<file path="config.mk">
export PLATFORM = sky130hd
export DESIGN_NAME = ps2_keyboard_mouse_controller
export DESIGN_NICKNAME = d
export VERILOG_FILES = /design/src/rtl/ps2kmc_pkg.sv /design/src/rtl/ps2_keyboard_mouse_controller.sv /design/src/rtl/ps2kmc_ram.sv /design/src/rtl/ps2kmc_push_buf.sv
export SDC_FILE = /design/constraint.sdc
export NUM_CORES = 2
export LEC_CHECK = 0
export ABC_AREA = 0
export BUFFER_PORTS_ARGS = -buffer_cell sky130_fd_sc_hd__clkbuf_2
export CAP_MARGIN = 25
export CORE_MARGIN = 1
export CORE_UTILIZATION = 45
export DETAILED_ROUTE_END_ITERATION = 8
export MAX_ROUTING_LAYER = met4
export PLACE_DENSITY = 0.7
export SYNTH_ARGS = -nofsm -noshare
export SYNTH_HDL_FRONTEND = slang
export SYNTH_SLANG_ARGS = --single-unit
export TNS_END_PERCENT = 1
</file>
<file path="constraint.sdc">
create_clock -name clk -period 19 [get_ports clk]
set_input_delay 1.9 -clock clk [delete_from_list [all_inputs] [get_ports clk]]
set_output_delay 1.9 -clock clk [all_outputs]
set_load 0.05 [all_outputs]
</file>
<file path="src/rtl/ps2kmc_pkg.sv">
// ps2 controller package: request, command and reply codes plus shared types
`timescale 1ns / 1ps
package ps2kmc_pkg;

	// request types
	localparam logic [2:0] REQ_RD_STATUS = 3'd0;
	localparam logic [2:0] REQ_RD_DATA   = 3'd1;
	localparam logic [2:0] REQ_RD_PORTB  = 3'd2;
	localparam logic [2:0] REQ_RD_A20    = 3'd3;
	localparam logic [2:0] REQ_WR_CMD    = 3'd4;
	localparam logic [2:0] REQ_WR_DATA   = 3'd5;
	localparam logic [2:0] REQ_SCANCODE  = 3'd6;

	// controller commands
	localparam logic [7:0] CMD_RD_MODE     = 8'h20;
	localparam logic [7:0] CMD_WR_MODE     = 8'h60;
	localparam logic [7:0] CMD_AUX_LOOP    = 8'hD3;
	localparam logic [7:0] CMD_AUX_SEND    = 8'hD4;
	localparam logic [7:0] CMD_AUX_TEST    = 8'hA9;
	localparam logic [7:0] CMD_AUX_DISABLE = 8'hA7;
	localparam logic [7:0] CMD_AUX_ENABLE  = 8'hA8;
	localparam logic [7:0] CMD_SYS_RESET   = 8'hFE;
	localparam logic [7:0] CMD_SELF_TEST   = 8'hAA;
	localparam logic [7:0] CMD_KBD_TEST    = 8'hAB;

	// mouse device commands
	localparam logic [7:0] MCMD_SCALE11   = 8'hE6;
	localparam logic [7:0] MCMD_SET_RES   = 8'hE8;
	localparam logic [7:0] MCMD_STATUS    = 8'hE9;
	localparam logic [7:0] MCMD_GET_ID    = 8'hF2;
	localparam logic [7:0] MCMD_SET_RATE  = 8'hF3;
	localparam logic [7:0] MCMD_ENABLE    = 8'hF4;
	localparam logic [7:0] MCMD_DISABLE   = 8'hF5;
	localparam logic [7:0] MCMD_DEFAULTS  = 8'hF6;
	localparam logic [7:0] MCMD_RESET     = 8'hFF;

	// keyboard device command that asks for a self-test reply
	localparam logic [7:0] KCMD_RESET     = 8'hFF;

	// reply bytes and fixed values
	localparam logic [7:0] ACK_BYTE       = 8'hFA;
	localparam logic [7:0] SELF_TEST_OK   = 8'h55;
	localparam logic [7:0] BAT_OK         = 8'hAA;
	localparam logic [7:0] PORTB_VALUE    = 8'h20;
	localparam logic [7:0] A20_VALUE      = 8'h02;
	localparam logic [7:0] STATUS_BASE    = 8'h1C;
	localparam logic [7:0] MODE_RESET     = 8'h03;
	localparam logic [7:0] MODE_AUX_OFF   = 8'h20;
	localparam logic [7:0] RES_RESET      = 8'd2;
	localparam logic [7:0] RATE_RESET     = 8'd100;

	// pending controller command waiting for a data byte
	localparam logic [1:0] PEND_NONE     = 2'd0;
	localparam logic [1:0] PEND_MODE     = 2'd1;
	localparam logic [1:0] PEND_AUX_LOOP = 2'd2;
	localparam logic [1:0] PEND_AUX_SEND = 2'd3;

	// queue write issued by the push buffer
	typedef struct packed {
		logic en;
		logic mouse;
	} ps2kmc_wr_t;

	// follow-on bytes handed to the push buffer
	typedef struct packed {
		logic       load;
		logic       mouse;
		logic [1:0] extra;
		logic [7:0] b1;
		logic [7:0] b2;
		logic [7:0] b3;
	} ps2kmc_push_t;

endpackage

</file>
<file path="src/rtl/ps2_keyboard_mouse_controller.sv">
// i8042 style keyboard and mouse controller, top level
`timescale 1ns / 1ps
//  channel | signals                                   | role
//  in      | in_valid, in_ready, req_type, write_value | port access or scancode
//  out     | out_valid, out_ready, read_data, kbd_irq, | one result per transaction
//          | aux_irq, reset_request                    |
//
// a result passes through stage 1 and then the separate output register, stage 2; one
// transaction per cycle while the push buffer is idle and no result stalls in stage 1
// a transaction that queues n bytes writes the first at once and holds in_ready low while the
// push buffer writes the n-1 others (the queue ram has one write port), so n is up to four
// reset puts every state and valid register in its power-on value; the keyboard queue
// tracks its write pointer and a wrap flag so slots never written read as zero, no clearing pass
// in_ready stays high while a result waits on out_ready if stage 1 is empty and the push buffer is idle
module ps2_keyboard_mouse_controller import ps2kmc_pkg::*; #(
	parameter int FIFO_DEPTH = 128
) (
	input  logic       clk,
	input  logic       arst_n,
	input  logic       in_valid,
	output logic       in_ready,
	input  logic [2:0] req_type,
	input  logic [7:0] write_value,
	output logic       out_valid,
	input  logic       out_ready,
	output logic [7:0] read_data,
	output logic       kbd_irq,
	output logic       aux_irq,
	output logic       reset_request
);

	localparam int PW = $clog2(FIFO_DEPTH);
	localparam int CW = $clog2(FIFO_DEPTH + 1);

	// controller state
	logic [PW-1:0] key_rd_q, key_wr_q, mouse_rd_q, mouse_wr_q;
	logic [CW-1:0] key_cnt_q, mouse_cnt_q;
	logic          key_wrap_q;
	logic [7:0]    mode_q, mres_q, mrate_q;
	logic          obf_q, auxd_q, mstream_q, klev_q, mlev_q;
	logic [1:0]    pend_q;

	logic [PW-1:0] key_rd_n, key_wr_n, mouse_rd_n, mouse_wr_n;
	logic [CW-1:0] key_cnt_n, mouse_cnt_n;
	logic          key_wrap_n;
	logic [7:0]    mode_n, mres_n, mrate_n;
	logic          obf_n, auxd_n, mstream_n, klev_n, mlev_n;
	logic [1:0]    pend_n;

	// decode results
	logic [2:0]    k_n, m_n, k_ok, m_ok, p_ok;
	logic [7:0]    k_b0, k_b1, m_b0, m_b1, m_b2, m_b3;
	logic          m_clear, sts_ref, irq_ref;
	logic [7:0]    rd_val;
	logic          rd_ram, rd_mouse, rd_req, rst_req;
	logic [PW-1:0] key_raddr, p_base;
	logic [CW-1:0] k_space, m_space;
	logic          push_mouse, first_we;
	ps2kmc_push_t  pb_load;
	logic [PW-1:0] pb_start;

	// push buffer and rams
	logic          pb_busy;
	ps2kmc_wr_t    pb_wr;
	logic [PW-1:0] pb_addr;
	logic [7:0]    pb_data;
	logic          kram_we, mram_we;
	logic [PW-1:0] kram_waddr, mram_waddr;
	logic [7:0]    kram_wdata, mram_wdata, kram_rdata, mram_rdata;

	// pipeline
	logic          acc, s1_move;
	logic          valid_s1, ram_s1, mouse_s1, kirq_s1, airq_s1, rst_s1;
	logic [7:0]    rd_s1;
	logic          valid_s2, kirq_s2, airq_s2, rst_s2;
	logic [7:0]    rd_s2;

	function automatic logic [PW-1:0] wrap_add(input logic [PW-1:0] p, input logic [2:0] n);
		logic [PW:0] s;
		s = {1'b0, p} + (PW+1)'(n);
		if (s >= (PW+1)'(FIFO_DEPTH)) begin
			s = s - (PW+1)'(FIFO_DEPTH);
		end
		return s[PW-1:0];
	endfunction

	assign acc = in_valid && in_ready;

	always_comb begin
		key_rd_n    = key_rd_q;
		key_wr_n    = key_wr_q;
		key_cnt_n   = key_cnt_q;
		key_wrap_n  = key_wrap_q;
		mouse_rd_n  = mouse_rd_q;
		mouse_wr_n  = mouse_wr_q;
		mouse_cnt_n = mouse_cnt_q;
		mode_n      = mode_q;
		mres_n      = mres_q;
		mrate_n     = mrate_q;
		obf_n       = obf_q;
		auxd_n      = auxd_q;
		mstream_n   = mstream_q;
		klev_n      = klev_q;
		mlev_n      = mlev_q;
		pend_n      = pend_q;
		k_n         = 3'd0;
		m_n         = 3'd0;
		k_b0        = '0;
		k_b1        = '0;
		m_b0        = '0;
		m_b1        = '0;
		m_b2        = '0;
		m_b3        = '0;
		m_clear     = 1'b0;
		sts_ref     = 1'b0;
		irq_ref     = 1'b0;
		rd_val      = '0;
		rd_ram      = 1'b0;
		rd_mouse    = 1'b0;
		rd_req      = 1'b0;
		rst_req     = 1'b0;
		key_raddr   = key_rd_q;

		unique case (req_type)
			REQ_RD_STATUS: begin
				rd_val = STATUS_BASE | {2'b00, auxd_q, 4'b0000, obf_q};
			end
			REQ_RD_DATA: begin
				rd_req = 1'b1;
				if (key_cnt_q != '0) begin
					rd_ram    = 1'b1;
					key_rd_n  = wrap_add(key_rd_q, 3'd1);
					key_cnt_n = key_cnt_q - CW'(1);
					irq_ref   = 1'b1;
				end else if (mouse_cnt_q != '0) begin
					rd_ram      = 1'b1;
					rd_mouse    = 1'b1;
					mouse_rd_n  = wrap_add(mouse_rd_q, 3'd1);
					mouse_cnt_n = mouse_cnt_q - CW'(1);
					irq_ref     = 1'b1;
				end else begin
					// empty read repeats the previous keyboard slot
					key_raddr = (key_rd_q == '0) ? PW'(FIFO_DEPTH - 1) : key_rd_q - PW'(1);
					// with the queue empty, nothing written yet means zero
					rd_ram    = key_wrap_q || (key_wr_q != '0);
				end
			end
			REQ_RD_PORTB: rd_val = PORTB_VALUE;
			REQ_RD_A20:   rd_val = A20_VALUE;
			REQ_WR_CMD: begin
				unique case (write_value)
					CMD_RD_MODE: begin
						k_n     = 3'd1;
						k_b0    = mode_q;
						irq_ref = 1'b1;
					end
					CMD_WR_MODE:     pend_n = PEND_MODE;
					CMD_AUX_LOOP:    pend_n = PEND_AUX_LOOP;
					CMD_AUX_SEND:    pend_n = PEND_AUX_SEND;
					CMD_AUX_TEST: begin
						m_n     = 3'd1;
						m_b0    = 8'h00;
						irq_ref = 1'b1;
					end
					CMD_AUX_DISABLE: mode_n = mode_q | MODE_AUX_OFF;
					CMD_AUX_ENABLE:  mode_n = mode_q & ~MODE_AUX_OFF;
					CMD_SYS_RESET:   rst_req = 1'b1;
					CMD_SELF_TEST: begin
						k_n     = 3'd1;
						k_b0    = SELF_TEST_OK;
						irq_ref = 1'b1;
					end
					CMD_KBD_TEST: begin
						k_n     = 3'd1;
						k_b0    = 8'h00;
						irq_ref = 1'b1;
					end
					default: ;
				endcase
			end
			REQ_WR_DATA: begin
				pend_n = PEND_NONE;
				case (pend_q)
					PEND_MODE: begin
						mode_n  = write_value;
						irq_ref = 1'b1;
					end
					PEND_AUX_LOOP: begin
						m_n     = 3'd2;
						m_b0    = write_value;
						m_b1    = ACK_BYTE;
						sts_ref = 1'b1;
					end
					PEND_AUX_SEND: begin
						m_n     = 3'd1;
						m_b0    = ACK_BYTE;
						sts_ref = 1'b1;
						case (write_value) inside
							// scaling bit is never set, nothing to clear
							MCMD_SCALE11: ;
							MCMD_SET_RES: mres_n = write_value;
							MCMD_STATUS: begin
								m_n  = 3'd4;
								m_b1 = {2'b00, mstream_q, 5'b00000};
								m_b2 = mres_q;
								m_b3 = mrate_q;
							end
							MCMD_GET_ID: begin
								m_n  = 3'd2;
								m_b1 = 8'h00;
							end
							MCMD_SET_RATE: mrate_n = write_value;
							MCMD_ENABLE:   mstream_n = 1'b1;
							MCMD_DISABLE:  mstream_n = 1'b0;
							MCMD_DEFAULTS, MCMD_RESET: begin
								// the first ack is flushed with the queue
								mstream_n = 1'b0;
								mres_n    = RES_RESET;
								mrate_n   = RATE_RESET;
								m_clear   = 1'b1;
								m_n       = 3'd3;
								m_b1      = BAT_OK;
								m_b2      = 8'h00;
							end
							default: ;
						endcase
					end
					default: begin
						k_n     = 3'd1;
						k_b0    = ACK_BYTE;
						sts_ref = 1'b1;
						if (write_value == KCMD_RESET) begin
							k_n  = 3'd2;
							k_b1 = BAT_OK;
						end
					end
				endcase
			end
			REQ_SCANCODE: begin
				k_n     = 3'd1;
				k_b0    = write_value;
				irq_ref = 1'b1;
			end
			default: ;
		endcase

		if (m_clear) begin
			mouse_rd_n  = '0;
			mouse_wr_n  = '0;
			mouse_cnt_n = '0;
		end

		// full queues drop the extra bytes
		k_space = CW'(FIFO_DEPTH) - key_cnt_n;
		m_space = CW'(FIFO_DEPTH) - mouse_cnt_n;
		k_ok    = (k_space < CW'(k_n)) ? k_space[2:0] : k_n;
		m_ok    = (m_space < CW'(m_n)) ? m_space[2:0] : m_n;

		p_base      = (m_n != 3'd0) ? mouse_wr_n : key_wr_n;
		key_cnt_n   = key_cnt_n + CW'(k_ok);
		key_wr_n    = wrap_add(key_wr_n, k_ok);
		mouse_cnt_n = mouse_cnt_n + CW'(m_ok);
		mouse_wr_n  = wrap_add(mouse_wr_n, m_ok);
		if (k_ok != 3'd0 && key_wr_n <= key_wr_q) begin
			key_wrap_n = 1'b1;
		end

		if (sts_ref || irq_ref) begin
			obf_n  = (key_cnt_n != '0) || (mouse_cnt_n != '0);
			auxd_n = (key_cnt_n == '0) && (mouse_cnt_n != '0);
		end
		if (irq_ref) begin
			klev_n = (key_cnt_n != '0);
			mlev_n = (key_cnt_n == '0) && (mouse_cnt_n != '0);
		end
	end

	// one queue takes pushes per transaction; first byte goes straight to the ram
	assign push_mouse    = (m_n != 3'd0);
	assign p_ok          = push_mouse ? m_ok : k_ok;
	assign first_we      = acc && (p_ok != 3'd0);
	assign pb_start      = wrap_add(p_base, 3'd1);
	assign pb_load.load  = acc && (p_ok > 3'd1);
	assign pb_load.mouse = push_mouse;
	assign pb_load.extra = (p_ok > 3'd1) ? 2'(p_ok - 3'd1) : 2'd0;
	assign pb_load.b1    = push_mouse ? m_b1 : k_b1;
	assign pb_load.b2    = m_b2;
	assign pb_load.b3    = m_b3;

	ps2kmc_push_buf #(
		.DEPTH(FIFO_DEPTH)
	) u_push_buf (
		.clk       (clk),
		.arst_n    (arst_n),
		.load      (pb_load),
		.start_addr(pb_start),
		.busy      (pb_busy),
		.wr        (pb_wr),
		.wr_addr   (pb_addr),
		.wr_data   (pb_data)
	);

	assign kram_we    = (first_we && !push_mouse) || (pb_wr.en && !pb_wr.mouse);
	assign kram_waddr = pb_wr.en ? pb_addr : p_base;
	assign kram_wdata = pb_wr.en ? pb_data : k_b0;
	assign mram_we    = (first_we && push_mouse) || (pb_wr.en && pb_wr.mouse);
	assign mram_waddr = pb_wr.en ? pb_addr : p_base;
	assign mram_wdata = pb_wr.en ? pb_data : m_b0;

	ps2kmc_ram #(
		.WIDTH(8),
		.DEPTH(FIFO_DEPTH)
	) u_key_ram (
		.clk  (clk),
		.we   (kram_we),
		.waddr(kram_waddr),
		.wdata(kram_wdata),
		.re   (acc && rd_req),
		.raddr(key_raddr),
		.rdata(kram_rdata)
	);

	ps2kmc_ram #(
		.WIDTH(8),
		.DEPTH(FIFO_DEPTH)
	) u_mouse_ram (
		.clk  (clk),
		.we   (mram_we),
		.waddr(mram_waddr),
		.wdata(mram_wdata),
		.re   (acc && rd_req),
		.raddr(mouse_rd_q),
		.rdata(mram_rdata)
	);

	always_ff @(posedge clk or negedge arst_n) begin
		if (!arst_n) begin
			key_rd_q    <= '0;
			key_wr_q    <= '0;
			key_cnt_q   <= '0;
			key_wrap_q  <= 1'b0;
			mouse_rd_q  <= '0;
			mouse_wr_q  <= '0;
			mouse_cnt_q <= '0;
			mode_q      <= MODE_RESET;
			mres_q      <= RES_RESET;
			mrate_q     <= RATE_RESET;
			obf_q       <= 1'b0;
			auxd_q      <= 1'b0;
			mstream_q   <= 1'b0;
			klev_q      <= 1'b0;
			mlev_q      <= 1'b0;
			pend_q      <= PEND_NONE;
		end else if (acc) begin
			key_rd_q    <= key_rd_n;
			key_wr_q    <= key_wr_n;
			key_cnt_q   <= key_cnt_n;
			key_wrap_q  <= key_wrap_n;
			mouse_rd_q  <= mouse_rd_n;
			mouse_wr_q  <= mouse_wr_n;
			mouse_cnt_q <= mouse_cnt_n;
			mode_q      <= mode_n;
			mres_q      <= mres_n;
			mrate_q     <= mrate_n;
			obf_q       <= obf_n;
			auxd_q      <= auxd_n;
			mstream_q   <= mstream_n;
			klev_q      <= klev_n;
			mlev_q      <= mlev_n;
			pend_q      <= pend_n;
		end
	end

	// stage 1 waits on the ram read, stage 2 is the output register
	assign s1_move  = valid_s1 && (!valid_s2 || out_ready);
	assign in_ready = !pb_busy && (!valid_s1 || s1_move);

	always_ff @(posedge clk or negedge arst_n) begin
		if (!arst_n) begin
			valid_s1 <= 1'b0;
			valid_s2 <= 1'b0;
		end else begin
			if (!valid_s1 || s1_move) begin
				valid_s1 <= acc;
			end
			if (!valid_s2 || out_ready) begin
				valid_s2 <= valid_s1;
			end
		end
	end

	always_ff @(posedge clk) begin
		if (acc) begin
			rd_s1    <= rd_val;
			ram_s1   <= rd_ram;
			mouse_s1 <= rd_mouse;
			kirq_s1  <= klev_n;
			airq_s1  <= mlev_n;
			rst_s1   <= rst_req;
		end
		if (s1_move) begin
			rd_s2   <= ram_s1 ? (mouse_s1 ? mram_rdata : kram_rdata) : rd_s1;
			kirq_s2 <= kirq_s1;
			airq_s2 <= airq_s1;
			rst_s2  <= rst_s1;
		end
	end

	assign out_valid     = valid_s2;
	assign read_data     = rd_s2;
	assign kbd_irq       = kirq_s2;
	assign aux_irq       = airq_s2;
	assign reset_request = rst_s2;

endmodule

</file>
<file path="src/rtl/ps2kmc_ram.sv">
// generic single write port ram with registered read
`timescale 1ns / 1ps
module ps2kmc_ram #(
	parameter int WIDTH = 8,
	parameter int DEPTH = 128
) (
	input  logic                     clk,
	input  logic                     we,
	input  logic [$clog2(DEPTH)-1:0] waddr,
	input  logic [WIDTH-1:0]         wdata,
	input  logic                     re,
	input  logic [$clog2(DEPTH)-1:0] raddr,
	output logic [WIDTH-1:0]         rdata
);

	logic [WIDTH-1:0] mem_q [DEPTH];
	logic [WIDTH-1:0] rdata_q;

	always_ff @(posedge clk) begin
		if (we) begin
			mem_q[waddr] <= wdata;
		end
		if (re) begin
			rdata_q <= mem_q[raddr];
		end
	end

	assign rdata = rdata_q;

endmodule

</file>
<file path="src/rtl/ps2kmc_push_buf.sv">
// holds the follow-on queue bytes of one transaction and writes one per cycle
`timescale 1ns / 1ps
module ps2kmc_push_buf import ps2kmc_pkg::*; #(
	parameter int DEPTH = 128
) (
	input  logic                     clk,
	input  logic                     arst_n,
	input  ps2kmc_push_t             load,
	input  logic [$clog2(DEPTH)-1:0] start_addr,
	output logic                     busy,
	output ps2kmc_wr_t               wr,
	output logic [$clog2(DEPTH)-1:0] wr_addr,
	output logic [7:0]               wr_data
);

	localparam int PW = $clog2(DEPTH);

	logic [1:0]    cnt_q;
	logic          mouse_q;
	logic [PW-1:0] addr_q;
	logic [7:0]    data_q [3];
	logic [PW:0]   addr_inc;

	// next queue slot, wrapping at the depth
	always_comb begin
		addr_inc = {1'b0, addr_q} + (PW+1)'(1);
		if (addr_inc >= (PW+1)'(DEPTH)) begin
			addr_inc = addr_inc - (PW+1)'(DEPTH);
		end
	end

	always_ff @(posedge clk or negedge arst_n) begin
		if (!arst_n) begin
			cnt_q   <= '0;
			mouse_q <= 1'b0;
		end else if (load.load) begin
			cnt_q   <= load.extra;
			mouse_q <= load.mouse;
		end else if (cnt_q != 2'd0) begin
			cnt_q <= cnt_q - 2'd1;
		end
	end

	always_ff @(posedge clk) begin
		if (load.load) begin
			addr_q    <= start_addr;
			data_q[0] <= load.b1;
			data_q[1] <= load.b2;
			data_q[2] <= load.b3;
		end else if (cnt_q != 2'd0) begin
			addr_q    <= addr_inc[PW-1:0];
			data_q[0] <= data_q[1];
			data_q[1] <= data_q[2];
		end
	end

	assign busy     = (cnt_q != 2'd0);
	assign wr.en    = busy;
	assign wr.mouse = mouse_q;
	assign wr_addr  = addr_q;
	assign wr_data  = data_q[0];

endmodule

</file>
==> results summary <==
The number of routed nets with antenna violations is 0. The number of cells traversed by the worst hold path came out at 0. The area taken by flip-flops and latches came out at 65600 sq um. The register clock-pin slew on the reported worst setup and hold paths is 0.06 ns. In the final layout, the registers with the most flip-flops are u_key_ram.mem_q: 1024 flops, u_mouse_ram.mem_q: 1024 flops, u_push_buf.data_q: 24 flops. TritonCTS built the clock tree. In the synthesized netlist, the cells that appear most often are 2115 x edfxtp_1, 1183 x nand2_1, 355 x nor2_1, 336 x mux4_2, 306 x clkbuf_1. The largest fanout of any net on the critical path is 13.

In the post-synthesis netlist, the cell with the most instances is edfxtp_1. The worst hold slack came out at about 0.43 ns. Traced cell by cell, the critical path runs through clkbuf_2 > or3b_1 > nor3_4 > nand2_1 > a211oi_1 > inv_1 > ha_1 > xnor2_1 > ha_1 > a21oi_1 > o211ai_1 > a221o_1 > or4_4 > mux2_4 > or2_1 > nand2_1 > ha_1 > inv_1 > nor2_1 > o32a_1 > nor3_1 > nand2_1 > buf_4 > nor2_1. The depth of the CTS H-tree came out at 4. The number of search-and-repair iterations in the first detailed-routing pass came out at 6. The number of global-route vias before repair came to approximately 50000. The post-CTS resize count came out at 0.

The count of cells in the finished layout, fillers not included, comes to between 8000 and 9000. Among cell families on the critical path, the largest total delay comes from simple AND/OR/NAND/NOR gates. The worst setup path is captured at a register. The total of hold buffers inserted after clock tree synthesis came out at 0. The final layout contains routed wiring with a total length of 222000 microns. The data arrival time of the critical path is between 8 and 9 ns.

The root buffer cell chosen for the clock tree is clkbuf_16. The net count after synthesis is a little under 6000. The cell row count is ~160. The detailed-route vias per instance is 6.04. The chip height is between 400 and 500 microns.

The number of hold violations in the final report came out at 0. The flow ran to the end, and the final reports show no timing, DRC or antenna violations. Synthesis instantiated between 90 and 100 different standard cells from the library.

Subtracting the final worst setup slack from the clock period gives ~8.3 ns. The congestion estimate from routability-driven global placement came to between 0.9 and 1. Port buffering added 27 buffers. At the pin with the least slew margin, the transition time is ~1.1 ns. The fraction of synthesized cell area taken by the top area cell type came out at a little under three quarters. The total of endpoints with negative setup slack in the final report came out at 0. The half-perimeter wire length after detailed placement came out at around 130000 microns. The clock insertion delay at the later pin of the skew report is between 0.8 and 0.9 ns.

The critical path's largest stage delay came out at 0.59 ns. The placed instances occupy a cell area of a little over 90000 sq um. The largest net degree at the start of global routing is 190. The initial antenna violation count is 4. The slowest stage of the critical path is the nand2_1 cell. The largest total area in the synthesized netlist belongs to edfxtp_1. Measured in cells, the most critical reg-to-reg path has a length of 25. The largest vdd supply drop is 180 uV. In this run the post-CTS setup repair buffer count came out at 0.

The x dimension of the die is around 450 microns. The number of instances in the synthesized netlist is between 5000 and 6000. Yosys mapped a number of flops with a built-in enable equal to approximately 2100.

The total clock sinks is roughly 2200. The dominant register cell in the synthesized netlist is edfxtp_1. The overall die area is about 200000 sq um. The startpoint type of the worst setup path is a primary input. In this run the worst hold path is classified as register to register. The number of pins exceeding their max-slew limit in the final report came to 0. The share of the Yosys chip area taken by registers is around three quarters. The post-detailed-route wirelength per cell is 25.9 microns. The flip-flop and latch count after synthesis came out at about 2200. The number of placed instances with taps included came out at slightly above 8000. Measured against its own limit, the worst slew margin works out to 26.8%. For the final database, setup skew stands at slightly above 0.03 ns. The layout net count is 5798. The first routing iteration left between 7000 and 8000 violations.

Once layout is done, the placed cells without fillers occupy about 100000 sq um. The DRC violations left is 0. By area the synthesized netlist is led by edfxtp_1 71%, mux4_2 8.5%, nand2_1 5.0%, dfrtp_1 2.1%, a311oi_1 1.9%. Detailed routing inserted a total of a little over 50000 vias. Across the run, the number of max-cap violations was 0.

The area taken by multi-input logic gates came out at 22600 sq um. The number of warnings printed during yosys synthesis is 0. The wire length of the first global-routing pass is approximately 330000 microns. After synthesis the cells add up to a little under 90000 sq um. The critical path contains buffers and inverters numbering 4 combined. The initial standard-cell utilization of the core is a little under half. The sum of negative setup slack is 0 ns. Pin placement for this block handled 28 I/O pins. The total grt overflow is 0. The number of filler cells placed in the layout came out at between 15000 and 20000. The ratio of final minimum period to clock period came out at a little over two fifths.

The maximum clock rate is roughly 0.12 GHz. The synthesized area per cell came out at approximately 15 sq um. The number of buffers created by CTS came out at 202. The leakage power of the design is between 0.03 and 0.04 uW. The critical path crosses 24 cells after its start point. At the worst endpoint, the required time is approximately 20 ns. The region available for standard cell placement spans approximately 200000 sq um.

After layout, the design draws a total of between 15000 and 20000 uW. In the synthesized netlist the async set-or-reset flop fraction comes to between 3 and 4%. The ratio of total power to cell area is 154 nW/um^2. Compared with the post-synthesis result, the final layout area differs by 11.3%. The post-route netlist has between 10% and 20% of its cells at a drive strength greater than 1. Global routing used 22.6% of the available tracks across all layers. Setup repair after global routing left no endpoint under its margin. The maximum clock path buffer count is 3. The setup path with the least slack is of type primary input to register.
==> report_power, final <==
group,internal [uW],switching [uW],total [uW]
clock,2420,1780,4200
sequential,6370,116,6480
combinational,1240,3430,4680
total,10000,5320,15400
==> area by class of cell <==
cell class	instances	share of cell area [%]
clock buffers	235	5.28
diodes	4	0.0100
multi-input cells	3171	22.6
repair buffers	124	1.17
well taps	2640	3.31
flip-flops and latches	2196	65.8
inverters	57	0.215
clock inverters	140	1.57
==> cell families (layout without fill, tap and decap cells) <==
kind of cell / Yosys count / count (layout) / synth area share (%)
AO/OA/AOI/OAI: 582 / 582 / 4.68
flip-flops: 2196 / 2196 / 73.2
other: 1 / 5 / 0.00419
buffers and inverters: 438 / 556 / 1.88
XOR/XNOR: 50 / 50 / 0.489
adder cells (fa/ha/maj): 32 / 32 / 0.471
AND/OR/NAND/NOR: 2126 / 2126 / 10.3
multiplexers: 380 / 380 / 8.98
==> per-layer routing <==
metal	part of all wire (%)	up-vias	global-route usage (%)
li1	-	22200	-
met1	40	26200	31.5
met2	48	3027	34.8
met3	9.3	370	3.31
met4	2.7	0	6.69
met5	0	-	-
==> per-stage QoR <==
stage / setup WS [ns] / utilization (%)
2_1_floorplan: 9.72 / -
3_3_place_gp: 9.42 / 46.9
3_5_place_dp: 10.07 / 47.0
4_1_cts: 10.88 / 50.4
5_1_grt: 10.43 / 50.5
6_report: 10.72 / 50.5
==> path summary, 6_finish.rpt <==
check | start | end | slack [ns]
min in group asynchronous | arst_n | mode_q[4] | 0.91
max reg2reg | key_cnt_q[0] | u_mouse_ram.mem_q[4][2] | 11.42
min reg2reg | kirq_s1 | kbd_irq | 0.43
max | req_type[0] | u_mouse_ram.mem_q[4][2] | 10.72
max in group asynchronous | arst_n | mouse_rd_q[3] | 16.81
min | kirq_s1 | kbd_irq | 0.43
==> placed cells by master, fill, tap and decap left out, types with 34 or more instances in the layout <==
master | Yosys | layout
a211oi_1 | 52 | 52
a21oi_1 | 102 | 102
a311oi_1 | 193 | 193
a31oi_1 | 73 | 72
and3_1 | 147 | 147
buf_4 | 2 | 75
clkbuf_16 | 0 | 206
clkinv_1 | 1 | 50
clkinv_2 | 0 | 34
dfrtp_1 | 75 | 71
edfxtp_1 | 2115 | 2115
inv_1 | 56 | 56
mux4_2 | 336 | 336
nand2_1 | 1183 | 1180
nand3_1 | 286 | 286
nor2_1 | 355 | 354
o21ai_0 | 56 | 42
Power figures use the tool's default switching activity.
